**config.mk**
```make
export PLATFORM = sky130hd
export DESIGN_NAME = multi_click_button_detector_unit
export DESIGN_NICKNAME = d
export VERILOG_FILES = /design/src/hw/rtl/mcb_pkg.sv /design/src/hw/rtl/mcb_front.sv /design/src/hw/rtl/mcb_back.sv /design/src/hw/rtl/mcb_result_queue.sv /design/src/hw/rtl/multi_click_button_detector_unit.sv
export SDC_FILE = /design/constraint.sdc
export NUM_CORES = 2
export LEC_CHECK = 0
export ABC_CLOCK_PERIOD_IN_PS = 13840
export BUFFER_PORTS_ARGS = -buffer_cell sky130_fd_sc_hd__buf_2
export CAP_MARGIN = 40
export CORE_UTILIZATION = 53
export DETAILED_ROUTE_END_ITERATION = 7
export GPL_TIMING_DRIVEN = 1
export PLACE_DENSITY = 0.67
export SYNTH_ARGS = -nofsm -noshare
export SYNTH_HDL_FRONTEND = slang
export SYNTH_HIERARCHICAL = 1
export SYNTH_SLANG_ARGS = --single-unit
export TNS_END_PERCENT = 20
```
**constraint.sdc**
```tcl
create_clock -name clk -period 13.84 [get_ports clk]
set_clock_uncertainty 0.2 [all_clocks]
set_input_delay 0.692 -clock clk [delete_from_list [all_inputs] [get_ports clk]]
set_output_delay 0.692 -clock clk [all_outputs]
set_load 0.05 [all_outputs]
```
**src/hw/rtl/mcb_pkg.sv**
```systemverilog
// shared types, codes and reset values of the multi-click button detector
// no dependencies; imported by every module of the block

package mcb_pkg;

    localparam int NUM_BUTTONS_DEF = 24;
    localparam int LINE_W          = 24;
    localparam int TIME_W          = 32;
    localparam int DELAY_W         = 16;
    localparam int COUNT_W         = 8;
    localparam int INDEX_W         = 5;
    localparam int CMD_W           = 2;
    localparam int REG_IDX_W       = 2;
    localparam int FRONT_DEPTH     = 2;
    localparam int RESULT_DEPTH    = 2;

    localparam logic [CMD_W-1:0] CMD_TICK   = 2'd0;
    localparam logic [CMD_W-1:0] CMD_LOCK   = 2'd1;
    localparam logic [CMD_W-1:0] CMD_UNLOCK = 2'd2;

    localparam logic [REG_IDX_W-1:0] REG_ENABLED   = 2'd0;
    localparam logic [REG_IDX_W-1:0] REG_THRESHOLD = 2'd1;
    localparam logic [REG_IDX_W-1:0] REG_DELAY     = 2'd2;

    localparam logic [LINE_W-1:0]  ENABLED_RST   = 24'hFF_FFFF;
    localparam logic [DELAY_W-1:0] THRESHOLD_RST = 16'd400;
    localparam logic [DELAY_W-1:0] DELAY_RST     = 16'd500;

    localparam logic [COUNT_W-1:0] COUNT_MAX = 8'hFF;

    typedef enum logic [1:0] {
        OP_TICK,
        OP_LOCK,
        OP_UNLOCK
    } op_t;

    typedef enum logic [1:0] {
        SEQ_IDLE,
        SEQ_SCAN,
        SEQ_FLUSH
    } seq_state_t;

    typedef struct packed {
        op_t               op;
        logic [TIME_W-1:0] now;
        logic [LINE_W-1:0] levels;
        logic [LINE_W-1:0] select;
    } item_t;

    typedef struct packed {
        logic [INDEX_W-1:0] button_index;
        logic [COUNT_W-1:0] press_count;
        logic               last;
    } result_t;

endpackage

```
**src/hw/rtl/mcb_front.sv**
```systemverilog
// front end: takes input words, decodes the command and queues known ones
// depends on mcb_pkg

module mcb_front #(
    parameter int DEPTH = mcb_pkg::FRONT_DEPTH
) (
    input  logic                        clk,
    input  logic                        rst_n,
    input  logic                        push,
    output logic                        full,
    input  logic [mcb_pkg::CMD_W-1:0]   command,
    input  logic [mcb_pkg::TIME_W-1:0]  now,
    input  logic [mcb_pkg::LINE_W-1:0]  pin_levels,
    input  logic [mcb_pkg::LINE_W-1:0]  select_mask,
    output logic                        item_valid,
    output mcb_pkg::item_t              item,
    input  logic                        item_take
);

    import mcb_pkg::*;

    localparam int PTR_W = (DEPTH > 1) ? $clog2(DEPTH) : 1;
    localparam int CNT_W = $clog2(DEPTH + 1);
    localparam logic [PTR_W-1:0] PTR_LAST = PTR_W'(DEPTH - 1);
    localparam logic [CNT_W-1:0] CNT_FULL = CNT_W'(DEPTH);

    item_t            slot_reg [DEPTH];
    logic [PTR_W-1:0] wr_ptr_reg;
    logic [PTR_W-1:0] rd_ptr_reg;
    logic [CNT_W-1:0] cnt_reg;

    logic  known;
    op_t   op_dec;
    logic  store;
    logic  take;

    always_comb
    begin
        known  = 1'b1;
        op_dec = OP_TICK;
        case (command)
            CMD_TICK:   op_dec = OP_TICK;
            CMD_LOCK:   op_dec = OP_LOCK;
            CMD_UNLOCK: op_dec = OP_UNLOCK;
            default:    known  = 1'b0;
        endcase
    end

    assign full       = (cnt_reg == CNT_FULL);
    assign item_valid = (cnt_reg != '0);
    assign item       = slot_reg[rd_ptr_reg];
    // unknown commands are accepted and dropped here
    assign store      = push && !full && known;
    assign take       = item_take && item_valid;

    always_ff @(posedge clk)
    begin
        if (store)
        begin
            slot_reg[wr_ptr_reg] <= '{op: op_dec, now: now, levels: pin_levels,
                                      select: select_mask};
        end
    end

    always_ff @(posedge clk or negedge rst_n)
    begin
        if (!rst_n)
        begin
            wr_ptr_reg <= '0;
            rd_ptr_reg <= '0;
            cnt_reg    <= '0;
        end
        else
        begin
            if (store)
                wr_ptr_reg <= (wr_ptr_reg == PTR_LAST) ? '0 : wr_ptr_reg + 1'b1;
            if (take)
                rd_ptr_reg <= (rd_ptr_reg == PTR_LAST) ? '0 : rd_ptr_reg + 1'b1;
            if (store && !take)
                cnt_reg <= cnt_reg + 1'b1;
            else if (take && !store)
                cnt_reg <= cnt_reg - 1'b1;
        end
    end

endmodule

```
**src/hw/rtl/mcb_back.sv**
```systemverilog
// back end: per-line state, config registers and the scan sequencer
// depends on mcb_pkg; feeds the result queue

module mcb_back #(
    parameter int NUM_BUTTONS = mcb_pkg::NUM_BUTTONS_DEF
) (
    input  logic                           clk,
    input  logic                           rst_n,
    input  logic                           wr_en,
    input  logic [mcb_pkg::REG_IDX_W-1:0]  wr_index,
    input  logic [mcb_pkg::LINE_W-1:0]     wr_data,
    input  logic                           item_valid,
    input  mcb_pkg::item_t                 item,
    output logic                           item_take,
    input  logic                           res_full,
    output logic                           res_push,
    output mcb_pkg::result_t               res_word
);

    import mcb_pkg::*;

    localparam int IDX_W = (NUM_BUTTONS > 1) ? $clog2(NUM_BUTTONS) : 1;
    localparam logic [IDX_W-1:0] IDX_LAST = IDX_W'(NUM_BUTTONS - 1);

    logic [LINE_W-1:0]  enabled_reg;
    logic [DELAY_W-1:0] threshold_reg;
    logic [DELAY_W-1:0] delay_reg;
    logic [LINE_W-1:0]  lock_reg;

    logic               released_reg [NUM_BUTTONS];
    logic [TIME_W-1:0]  deadline_reg [NUM_BUTTONS];
    logic [COUNT_W-1:0] count_reg    [NUM_BUTTONS];

    seq_state_t         state_reg, state_next;
    logic [IDX_W-1:0]   idx_reg;
    logic [TIME_W-1:0]  now_reg;
    logic [LINE_W-1:0]  levels_reg;
    logic               pend_valid_reg;
    result_t            pend_reg;

    logic [NUM_BUTTONS-1:0] en_line;
    logic [NUM_BUTTONS-1:0] lock_line;
    logic [NUM_BUTTONS-1:0] level_line;

    // lines above the field width have no bits and stay idle
    for (genvar g = 0; g < NUM_BUTTONS; g++)
    begin : g_line
        if (g < LINE_W)
        begin : g_real
            assign en_line[g]    = enabled_reg[g];
            assign lock_line[g]  = lock_reg[g];
            assign level_line[g] = levels_reg[g];
        end
        else
        begin : g_none
            assign en_line[g]    = 1'b0;
            assign lock_line[g]  = 1'b0;
            assign level_line[g] = 1'b1;
        end
    end

    // one line per cycle while the result queue is not full
    logic               cur_rel;
    logic [TIME_W-1:0]  cur_dl;
    logic [COUNT_W-1:0] cur_cnt;
    logic               new_rel;
    logic [TIME_W-1:0]  new_dl;
    logic [COUNT_W-1:0] new_cnt;
    logic [COUNT_W-1:0] emit_cnt;
    logic               emit;
    logic               line_en;
    logic               step;

    always_comb
    begin
        cur_rel  = released_reg[idx_reg];
        cur_dl   = deadline_reg[idx_reg];
        cur_cnt  = count_reg[idx_reg];
        new_rel  = cur_rel;
        new_dl   = cur_dl;
        new_cnt  = cur_cnt;
        emit_cnt = cur_cnt;
        emit     = 1'b0;
        line_en  = en_line[idx_reg];
        if (lock_line[idx_reg])
        begin
            new_rel = 1'b1;
            new_dl  = '0;
            new_cnt = '0;
        end
        else
        begin
            if (level_line[idx_reg] != cur_rel)
            begin
                new_rel = level_line[idx_reg];
                if (!level_line[idx_reg])
                    new_dl = now_reg + {{(TIME_W-DELAY_W){1'b0}}, threshold_reg};
                else if (cur_dl != '0)
                begin
                    new_dl  = now_reg + {{(TIME_W-DELAY_W){1'b0}}, delay_reg};
                    new_cnt = (cur_cnt != COUNT_MAX) ? cur_cnt + 1'b1 : cur_cnt;
                end
            end
            if ((new_dl != '0) && (now_reg > new_dl))
            begin
                emit     = 1'b1;
                emit_cnt = new_cnt;
                new_dl   = '0;
                new_cnt  = '0;
            end
        end
    end

    // next state
    always_comb
    begin
        state_next = state_reg;
        case (state_reg)
            SEQ_IDLE:
                if (item_valid && item.op == OP_TICK)
                    state_next = SEQ_SCAN;
            SEQ_SCAN:
                if (!res_full && idx_reg == IDX_LAST)
                    state_next = SEQ_FLUSH;
            SEQ_FLUSH:
                if (!pend_valid_reg || !res_full)
                    state_next = SEQ_IDLE;
            default:
                state_next = SEQ_IDLE;
        endcase
    end

    // outputs
    always_comb
    begin
        item_take = 1'b0;
        step      = 1'b0;
        res_push  = 1'b0;
        res_word  = pend_reg;
        case (state_reg)
            SEQ_IDLE:
                item_take = item_valid;
            SEQ_SCAN:
            begin
                step = !res_full;
                // an older pending result is not the last once another follows
                res_push = !res_full && line_en && emit && pend_valid_reg;
                res_word.last = 1'b0;
            end
            SEQ_FLUSH:
            begin
                res_push = pend_valid_reg && !res_full;
                res_word.last = 1'b1;
            end
            default:
                item_take = 1'b0;
        endcase
    end

    always_ff @(posedge clk)
    begin
        if (item_take)
        begin
            now_reg    <= item.now;
            levels_reg <= item.levels;
        end
        if (step && line_en && emit)
        begin
            pend_reg.button_index <= INDEX_W'(idx_reg);
            pend_reg.press_count  <= emit_cnt;
            pend_reg.last         <= 1'b0;
        end
    end

    always_ff @(posedge clk or negedge rst_n)
    begin
        if (!rst_n)
        begin
            enabled_reg    <= ENABLED_RST;
            threshold_reg  <= THRESHOLD_RST;
            delay_reg      <= DELAY_RST;
            lock_reg       <= '0;
            state_reg      <= SEQ_IDLE;
            idx_reg        <= '0;
            pend_valid_reg <= 1'b0;
            for (int j = 0; j < NUM_BUTTONS; j++)
            begin
                released_reg[j] <= 1'b1;
                deadline_reg[j] <= '0;
                count_reg[j]    <= '0;
            end
        end
        else
        begin
            state_reg <= state_next;
            if (wr_en)
            begin
                case (wr_index)
                    REG_ENABLED:   enabled_reg   <= wr_data;
                    REG_THRESHOLD: threshold_reg <= wr_data[DELAY_W-1:0];
                    REG_DELAY:     delay_reg     <= wr_data[DELAY_W-1:0];
                    default:       ;
                endcase
            end
            if (item_take)
            begin
                case (item.op)
                    OP_LOCK:   lock_reg <= lock_reg | item.select;
                    OP_UNLOCK: lock_reg <= lock_reg & ~item.select;
                    default:   idx_reg  <= '0;
                endcase
            end
            if (step)
            begin
                idx_reg <= (idx_reg == IDX_LAST) ? '0 : idx_reg + 1'b1;
                if (line_en)
                begin
                    released_reg[idx_reg] <= new_rel;
                    deadline_reg[idx_reg] <= new_dl;
                    count_reg[idx_reg]    <= new_cnt;
                    if (emit)
                        pend_valid_reg <= 1'b1;
                end
            end
            if (state_reg == SEQ_FLUSH && res_push)
                pend_valid_reg <= 1'b0;
        end
    end

endmodule

```
**src/hw/rtl/mcb_result_queue.sv**
```systemverilog
// small result queue between the scan sequencer and the output ports
// depends on mcb_pkg

module mcb_result_queue #(
    parameter int DEPTH = mcb_pkg::RESULT_DEPTH
) (
    input  logic             clk,
    input  logic             rst_n,
    input  logic             in_push,
    input  mcb_pkg::result_t in_word,
    output logic             in_full,
    input  logic             pop,
    output logic             empty,
    output mcb_pkg::result_t out_word
);

    import mcb_pkg::*;

    localparam int PTR_W = (DEPTH > 1) ? $clog2(DEPTH) : 1;
    localparam int CNT_W = $clog2(DEPTH + 1);
    localparam logic [PTR_W-1:0] PTR_LAST = PTR_W'(DEPTH - 1);
    localparam logic [CNT_W-1:0] CNT_FULL = CNT_W'(DEPTH);

    result_t          slot_reg [DEPTH];
    logic [PTR_W-1:0] wr_ptr_reg;
    logic [PTR_W-1:0] rd_ptr_reg;
    logic [CNT_W-1:0] cnt_reg;
    logic             wr;
    logic             rd;

    assign in_full  = (cnt_reg == CNT_FULL);
    assign empty    = (cnt_reg == '0);
    assign out_word = slot_reg[rd_ptr_reg];
    assign wr       = in_push && !in_full;
    assign rd       = pop && !empty;

    always_ff @(posedge clk)
    begin
        if (wr)
            slot_reg[wr_ptr_reg] <= in_word;
    end

    always_ff @(posedge clk or negedge rst_n)
    begin
        if (!rst_n)
        begin
            wr_ptr_reg <= '0;
            rd_ptr_reg <= '0;
            cnt_reg    <= '0;
        end
        else
        begin
            if (wr)
                wr_ptr_reg <= (wr_ptr_reg == PTR_LAST) ? '0 : wr_ptr_reg + 1'b1;
            if (rd)
                rd_ptr_reg <= (rd_ptr_reg == PTR_LAST) ? '0 : rd_ptr_reg + 1'b1;
            if (wr && !rd)
                cnt_reg <= cnt_reg + 1'b1;
            else if (rd && !wr)
                cnt_reg <= cnt_reg - 1'b1;
        end
    end

endmodule

```
**src/hw/rtl/multi_click_button_detector_unit.sv**
```systemverilog
// Multi-click and long-press detector for active-low button lines. A tick word
// (command 0) leaves the input queue, then the scan visits every line, one line
// per cycle while the result queue has room, through a single shared update
// path, and a flush step follows; lock and unlock words are applied as they
// leave the input queue and unknown commands are dropped at the input. A full
// result queue pauses the scan. Results for one tick come out in ascending
// line order and the final one of the tick has last set. Up to two input
// words queue ahead of the scan, so push is taken while a tick runs.
// top level: front end, back end and result queue; depends on mcb_pkg

module multi_click_button_detector_unit #(
    parameter int NUM_BUTTONS = mcb_pkg::NUM_BUTTONS_DEF
) (
    input  logic                           clk,
    input  logic                           rst_n,
    input  logic                           wr_en,
    input  logic [mcb_pkg::REG_IDX_W-1:0]  wr_index,
    input  logic [mcb_pkg::LINE_W-1:0]     wr_data,
    input  logic                           push,
    output logic                           full,
    input  logic [mcb_pkg::CMD_W-1:0]      command,
    input  logic [mcb_pkg::TIME_W-1:0]     now,
    input  logic [mcb_pkg::LINE_W-1:0]     pin_levels,
    input  logic [mcb_pkg::LINE_W-1:0]     select_mask,
    output logic                           empty,
    input  logic                           pop,
    output logic [mcb_pkg::INDEX_W-1:0]    button_index,
    output logic [mcb_pkg::COUNT_W-1:0]    press_count,
    output logic                           last
);

    import mcb_pkg::*;

    logic    item_valid;
    item_t   item;
    logic    item_take;
    logic    res_full;
    logic    res_push;
    result_t res_word;
    result_t out_word;

    mcb_front #(
        .DEPTH(FRONT_DEPTH)
    ) u_front (
        .clk         (clk),
        .rst_n       (rst_n),
        .push        (push),
        .full        (full),
        .command     (command),
        .now         (now),
        .pin_levels  (pin_levels),
        .select_mask (select_mask),
        .item_valid  (item_valid),
        .item        (item),
        .item_take   (item_take)
    );

    mcb_back #(
        .NUM_BUTTONS(NUM_BUTTONS)
    ) u_back (
        .clk        (clk),
        .rst_n      (rst_n),
        .wr_en      (wr_en),
        .wr_index   (wr_index),
        .wr_data    (wr_data),
        .item_valid (item_valid),
        .item       (item),
        .item_take  (item_take),
        .res_full   (res_full),
        .res_push   (res_push),
        .res_word   (res_word)
    );

    mcb_result_queue #(
        .DEPTH(RESULT_DEPTH)
    ) u_result_queue (
        .clk      (clk),
        .rst_n    (rst_n),
        .in_push  (res_push),
        .in_word  (res_word),
        .in_full  (res_full),
        .pop      (pop),
        .empty    (empty),
        .out_word (out_word)
    );

    assign button_index = out_word.button_index;
    assign press_count  = out_word.press_count;
    assign last         = out_word.last;

endmodule

```
Yosys cells after proc, flatten, opt, wreduce, memory -nomap -nowiden:

Memories as Yosys holds them, arrays and structs flattened.
Index checks and enable logic that the tools add are counted.

* memory bits (writable): 192
* memories kept: 2
* register bits: 1149
* input bits: 113
* output and inout bits: 16
* logic and storage cells: 255

Memory list
* u_front.slot_reg: words 2, width 82, read ports 1, clocked after Yosys merged registers in 0, wr ports 1, line mcb_front.sv:27 `item_t slot_reg [DEPTH];`
* u_result_queue.slot_reg: words 2, width 14, read ports 1, clocked after Yosys merged registers in 0, wr ports 1, line mcb_result_queue.sv:24 `result_t slot_reg [DEPTH];`

* reduce and logical (&&, ||, !) cells: 54
* bitwise gates (word level): 4
* equality and inequality tests: 17
* multiplexer cells: 73
* $add $sub $neg: 12
* $lt $le $gt $ge: 4

Operator list (number)
* bitwise mux 768 bit: 1
* two-way mux 32 bit: 9
* bitwise mux 192 bit: 1
* binary-select mux 32 bit (select 5 bit): 1
* demux 32 bit (select 5 bit): 1
* two-way mux 8 bit: 11
* adder 32 x 16 -> 32 bit: 2
* nonzero test 32 bit: 2
* one-hot mux 24 bit (2 select lines): 1
* binary-select mux 8 bit (select 5 bit): 1
* demux 8 bit (select 5 bit): 1
* > comparator 32 bit: 1
* two-way mux 1 bit: 26
* AND 24 bit: 1
* bitwise mux 24 bit: 1
* NOT 24 bit: 1
* bitwise OR 24 bit: 1
* binary-select mux 1 bit (select 5 bit): 4
* logical AND 1 bit: 20
* two-way mux 5 bit: 4
* nonzero test 2 bit: 8
* two-way mux 2 bit: 7
* == test 2 bit, second input constant: 6
* AND reduction 2 bit: 6
* other kinds (24): 47

Longest topological paths before layout:

* depth in word-level cells: 21
* depth in mapped cells: 37

By module:

The synthesis kept the hierarchy.

Modules (own cells, without submodules)
* mcb_back: seq. area each 28969.0 um2, cells each 4956, times used 1, area each 58867.7 um2
* mcb_front: seq. area each 5024.8 um2, cells each 277, times used 1, area each 6485.0 um2
* mcb_result_queue: seq. area each 940.9 um2, cells each 63, times used 1, area each 1260.0 um2

Worst setup path before layout:

OpenSTA, ideal clock, no wires.

* path type: reg2reg
* start point: reg u_back.idx_reg[1]
* end point: reg u_result_queue.cnt_reg[1]
* arrival: 7020 ps
* cell stages (with the launch flop): 32
* setup slack: 6541 ps
* required time: 13561 ps
* period minus slack after synthesis: 7299 ps
* path through: dfrtp_1 buf_2 buf_6 buf_2 buf_2 mux4_2 a22oi_1 nand2_1 nor4_2 nand4_4 o21a_1 buf_2 o22ai_1 a21boi_1 clkbuf_1 ha_1 a21o_1 a21o_1 a21oi_1 nor2b_1 o21ai_0 nand2_1 or4_1 a2111oi_0 nor3_2 o211ai_2 o31ai_1 nand2_1 inv_1 ha_1 nor2_1 xor2_1

* word-level cells in the longest chain between the ends: 20
* elaborated cells between the ends (all ways): 34

Ends and longest elaborated chain
* start: declaration: line mcb_back.sv:35 `logic [IDX_W-1:0] idx_reg;`
* start signal: assignment: line mcb_back.sv:215 `idx_reg <= (idx_reg == IDX_LAST) ? '0 : idx_reg + 1'b1;`
* NOT 5 -> 6 bit (not written as such): line mcb_back.sv:76, mcb_back.sv:77
* binary-select mux 32 bit (select 5 bit): line mcb_back.sv:77 `cur_dl = deadline_reg[idx_reg];`
* two-way mux 32 bit (not written as such) (2 in series): line mcb_back.sv:77
* nonzero test 32 bit: line mcb_back.sv:98 `else if (cur_dl != '0)`
* two-way mux 32 bit: line mcb_back.sv:98
* two-way mux 32 bit: line mcb_back.sv:96 `if (!level_line[idx_reg])`
* two-way mux 32 bit: line mcb_back.sv:93 `if (level_line[idx_reg] != cur_rel)`
* two-way mux 32 bit: line mcb_back.sv:85 `if (lock_line[idx_reg])`
* [... 4 more ...]
* logical AND 1 bit (*) (2 in series): line mcb_back.sv:147 `res_push = !res_full && line_en && emit && pend_valid_reg;`
* one-hot mux 1 bit (2 select lines) (*): line mcb_back.sv:140 `case (state_reg)`
* net res_push: line multi_click_button_detector_unit.sv:38 `logic res_push;`
* logical AND 1 bit (*): line mcb_result_queue.sv:34 `assign wr = in_push && !in_full;`
* net u_result_queue.wr: line mcb_result_queue.sv:28 `logic wr;`
* logical NOT 1 bit: line mcb_result_queue.sv:59 `else if (rd && !wr)`
* logical AND 1 bit: line mcb_result_queue.sv:59
* nonzero test 2 bit (no source line)
* end signal: assignment: line mcb_result_queue.sv:58 `cnt_reg <= cnt_reg + 1'b1;`
* end signal: assignment: line mcb_result_queue.sv:60 `cnt_reg <= cnt_reg - 1'b1;`
* end: declaration: line mcb_result_queue.sv:27 `logic [CNT_W-1:0] cnt_reg;`

The timed path passes the listed nets; every way through them passes the cells marked *. The select of a mux whose other input is x is not followed.
A chain may end at the register's enable or synchronous reset.

Final worst setup path:

* start point: reg u_back.idx_reg[3]
* end point: reg u_back/count_reg[165] (netlist name)

* word-level cells in the longest chain between the ends: 14
* elaborated cells between the ends (all ways): 40

Ends and longest elaborated chain
* NOT 5 -> 6 bit (not written as such)
* binary-select mux 32 bit (select 5 bit): line mcb_back.sv:77
* two-way mux 32 bit (not written as such) (2 in series): line mcb_back.sv:77
* nonzero test 32 bit: line mcb_back.sv:98
* two-way mux 32 bit: line mcb_back.sv:98
* two-way mux 32 bit: line mcb_back.sv:96
* two-way mux 32 bit: line mcb_back.sv:93
* two-way mux 32 bit: line mcb_back.sv:85
* > comparator 32 bit or nonzero test 32 bit (tied branches): line mcb_back.sv:104 `if ((new_dl != '0) && (now_reg > new_dl))`
* logical AND 1 bit: line mcb_back.sv:104
* two-way mux 8 bit: line mcb_back.sv:104
* two-way mux 8 bit: line mcb_back.sv:85
* bitwise mux 192 bit: line mcb_back.sv:220 `count_reg[idx_reg] <= new_cnt;`
* end signal: indexed assignment: line mcb_back.sv:220
* end: declaration: line mcb_back.sv:32 `logic [COUNT_W-1:0] count_reg [NUM_BUTTONS];`

Parallel ways exist; a longest one is shown, timed or not. The select of a mux whose other input is x is not followed.

==> flow_summary.ini <==
[pwr]
switchingPower_uw = 10000
seqPwrFrac_pct = 25.3
p_per_area_nw_per_um2 = 257
combPwrFrac_pct = 54.7
ir_drop_mv = 0.808
switching_share_pct = 52.2
p_clk_share_pct = 20.0
p_leak_uw = 0.0302
p_int_uw = 9160

[sta]
relSlewSlack_pct = 23.6
fin_tns_setup_ps = 0
tightest_slew_ps = 1150
setup_violations = 0
drv_slew = 0
fmax_mhz = 98.7
rsz0062_at_grt = false
whs_ps = 41.6
fin_crit_sh_pct = 73.2
hold_viol = 0
fin_ws_ps = 3710
min_period_ps = 10130

[clocking]
clock_latency_ps = 780
cts.path.max_buffers = 3
cts_max_level = 4
cts_buffers = 142
clk_pin_slew_ps = 60
cts-resized-gates = 0
clkSinkCount = 1341
root_buffer = clkbuf_16
cts_tree = yes

[floorplan]
pin_count = 129
initial_core_util_pct = 53.7
die_w_microns = 357
dieHeight_microns = 357
core_area_sq_um = 124000
fp-row-count = 129
die_area_sq_um = 127000

[synth]
ys_seq_area_share_pct = 52.4
synth_top_area_share_pct = 38.4
synthTopCellsByCount = dfrtp_1 (1,023), nand2_1 (877), o31ai_2 (552)
synthTopCellsByArea = dfrtp_1 (38%), edfxtp_1 (12%), o31ai_2 (10%), nand2_1 (4.9%), mux2i_1 (4.4%)
synth_area_sq_um = 66600
synth_cell_types = 96
ys_async_sr_fraction_pct = 80.5
yosysMostFrequentCell = dfrtp_1
postSynthCellCount = 5296
ys_ff_latch = 1341
netlist.top_cell.by_area = dfrtp_1
synth-edff-count = 261
synth_fp_nets = 5486
avgSynthCellArea_sq_um = 12.6
synth_ff_type = dfrtp_1
synth_warnings = 6

[worst_setup_path]
crit_top_cell = a21o_1
max_stage_delay_ps = 810
critPathLaunchType = flip-flop
cp.arrival_ps = 10630
cpMaxStageDelayCell = dfrtp_1
crit_family = simple AND/OR/NAND/NOR gates
endpoint_kind = flip-flop
path_class = flip-flop to flip-flop
r2r_end = u_back/count_reg[165]
reg2reg_from = u_back/idx_reg[3]
path_max_fanout = 224
r2r_cells = 26
cp_data_required_time_ps = 14330
reg2reg_slack_ps = 3710
cp.buffers_inverters = 4

[finish]
fillCellCount = 9742
nNetsFinal = 5528
drive_above_1_share_pct = 28.8
fin_cells = 7095
largest_register_ffs = 768
postLayoutCoreUtil_pct = 60.2
synthToLayoutAreaGrowth_pct = 12.1

[routing]
drt-total-wl_mm = 203
via_per_inst = 6.67
drc = 0
post_drt_wl_per_cell_microns = 28.6
drt_iter0_markers = 5213
firstDrtPassIters = 5
ant_nets = 0
vias = 47300

[worst_hold_path]
holdPathStages = 2
hold_end = u_back/threshold_reg[15]
hold_path_class = primary input to flip-flop
hp-start = wr_data[15]

[placement]
dp.cells = 6732
portBuffers = 128
place_congestion = 0.910
post-place-ws_ps = 4040
post-dp-hpwl_mm = 121

[outcome]
status = completed

[grt]
overflow = 0
antenna_found_initial = 3
grt_use_met3_pct = 8.01
met1_usage_pct = 44.0
use_met2_pct = 48.9
busiest_layer = met2
grt_pass1_vias = 47100
grtUsageTotal_pct = 32.1
grt_start_max_net_pins = 225
grt_pass1_wl_mm = 306

[run]
drv_cap = 0
==> per-layer routing <==
layer,up-vias,wire length (microns)
met5,-,11
met4,2,8430
met3,521,19200
met2,2289,92700
met1,24300,82800
li1,20100,-
==> cells in the final DEF, fill, tap and decap left out, drive strengths merged, types with 59 or more instances in the layout <==
cell,count
mux4,122
dfrtp,1023
mux2,163
mux2i,290
buf,338
a32o,289
clkbuf,216
ha,75
dlygate4sd3,98
a21oi,59
o22ai,144
edfxtp,261
o31ai,678
nor2,90
nand2,877
o21ai,111
==> cells by family (layout without fill, tap and decap cells) <==
| kind of cell | after synthesis | after routing | share of synthesized area, % |
|---|---|---|---|
| AOI/OAI and AO/OA | 1469 | 1469 | 21.1 |
| and+or+nand+nor | 1196 | 1196 | 7.84 |
| DFF | 1341 | 1341 | 52.4 |
| muxes | 575 | 575 | 11.7 |
| other | 0 | 1 | 0 |
| xor gates and xnor gates | 56 | 56 | 0.736 |
| buffers and inverters | 581 | 742 | 4.74 |
| adders and majority gates | 78 | 78 | 1.48 |
==> power groups by stage <==
| stage | clock (uW) | sequential, uW | combinational [uW] |
|---|---|---|---|
| 2_1_floorplan | 0 | 4750 | 8160 |
| 3_3_place_gp | 0 | 4910 | 9810 |
| 3_5_place_dp | 0 | 4920 | 10200 |
| 4_1_cts | 3890 | 4850 | 10300 |
| 5_1_grt | 4040 | 4900 | 11000 |
| 6_report | 3830 | 4850 | 10500 |
==> per-stage QoR <==
step / power, uW / cell area, sq um
2_1_floorplan: 12900 / 66600
3_3_place_gp: 14700 / 68100
3_5_place_dp: 15100 / 69000
4_1_cts: 19000 / 74700
5_1_grt: 19900 / 74700
6_report: 19200 / 74700
==> cell type report <==
class                           count  area [sq um]  share of cell area [%]
Antenna cell                        1          2.50                 0.00335
Clock buffer                      215          4200                    5.63
Clock inverter                     48           492                   0.659
Inverter                           42           158                   0.211
Multi-Input combinational cell   3374         28900                    38.8
Sequential cell                  1341         34900                    46.8
Tap cell                         1637          2050                    2.74
Timing Repair Buffer              437          3880                    5.19
==> worst max-delay path by stage <==
stage / from / to / cells after the start
2_1_floorplan: u_back/idx_reg[1] / u_result_queue/cnt_reg[1] / 31
3_3_place_gp: u_back/idx_reg[0] / u_result_queue/cnt_reg[1] / 29
3_5_place_dp: u_back/idx_reg[3] / u_result_queue/cnt_reg[1] / 31
4_1_cts: u_back/idx_reg[3] / u_result_queue/cnt_reg[1] / 31
5_1_grt: u_back/idx_reg[3] / u_result_queue/cnt_reg[1] / 31
6_report: u_back/idx_reg[3] / u_back/count_reg[165] / 26
==> what timing repair did <==
item	in CTS	in global routing
buffers inserted	0	0
endpoints found under the setup margin	0	0
hold endpoints to repair	277	0
hold buffers	98	0
(Power assumes the default switching activity.)
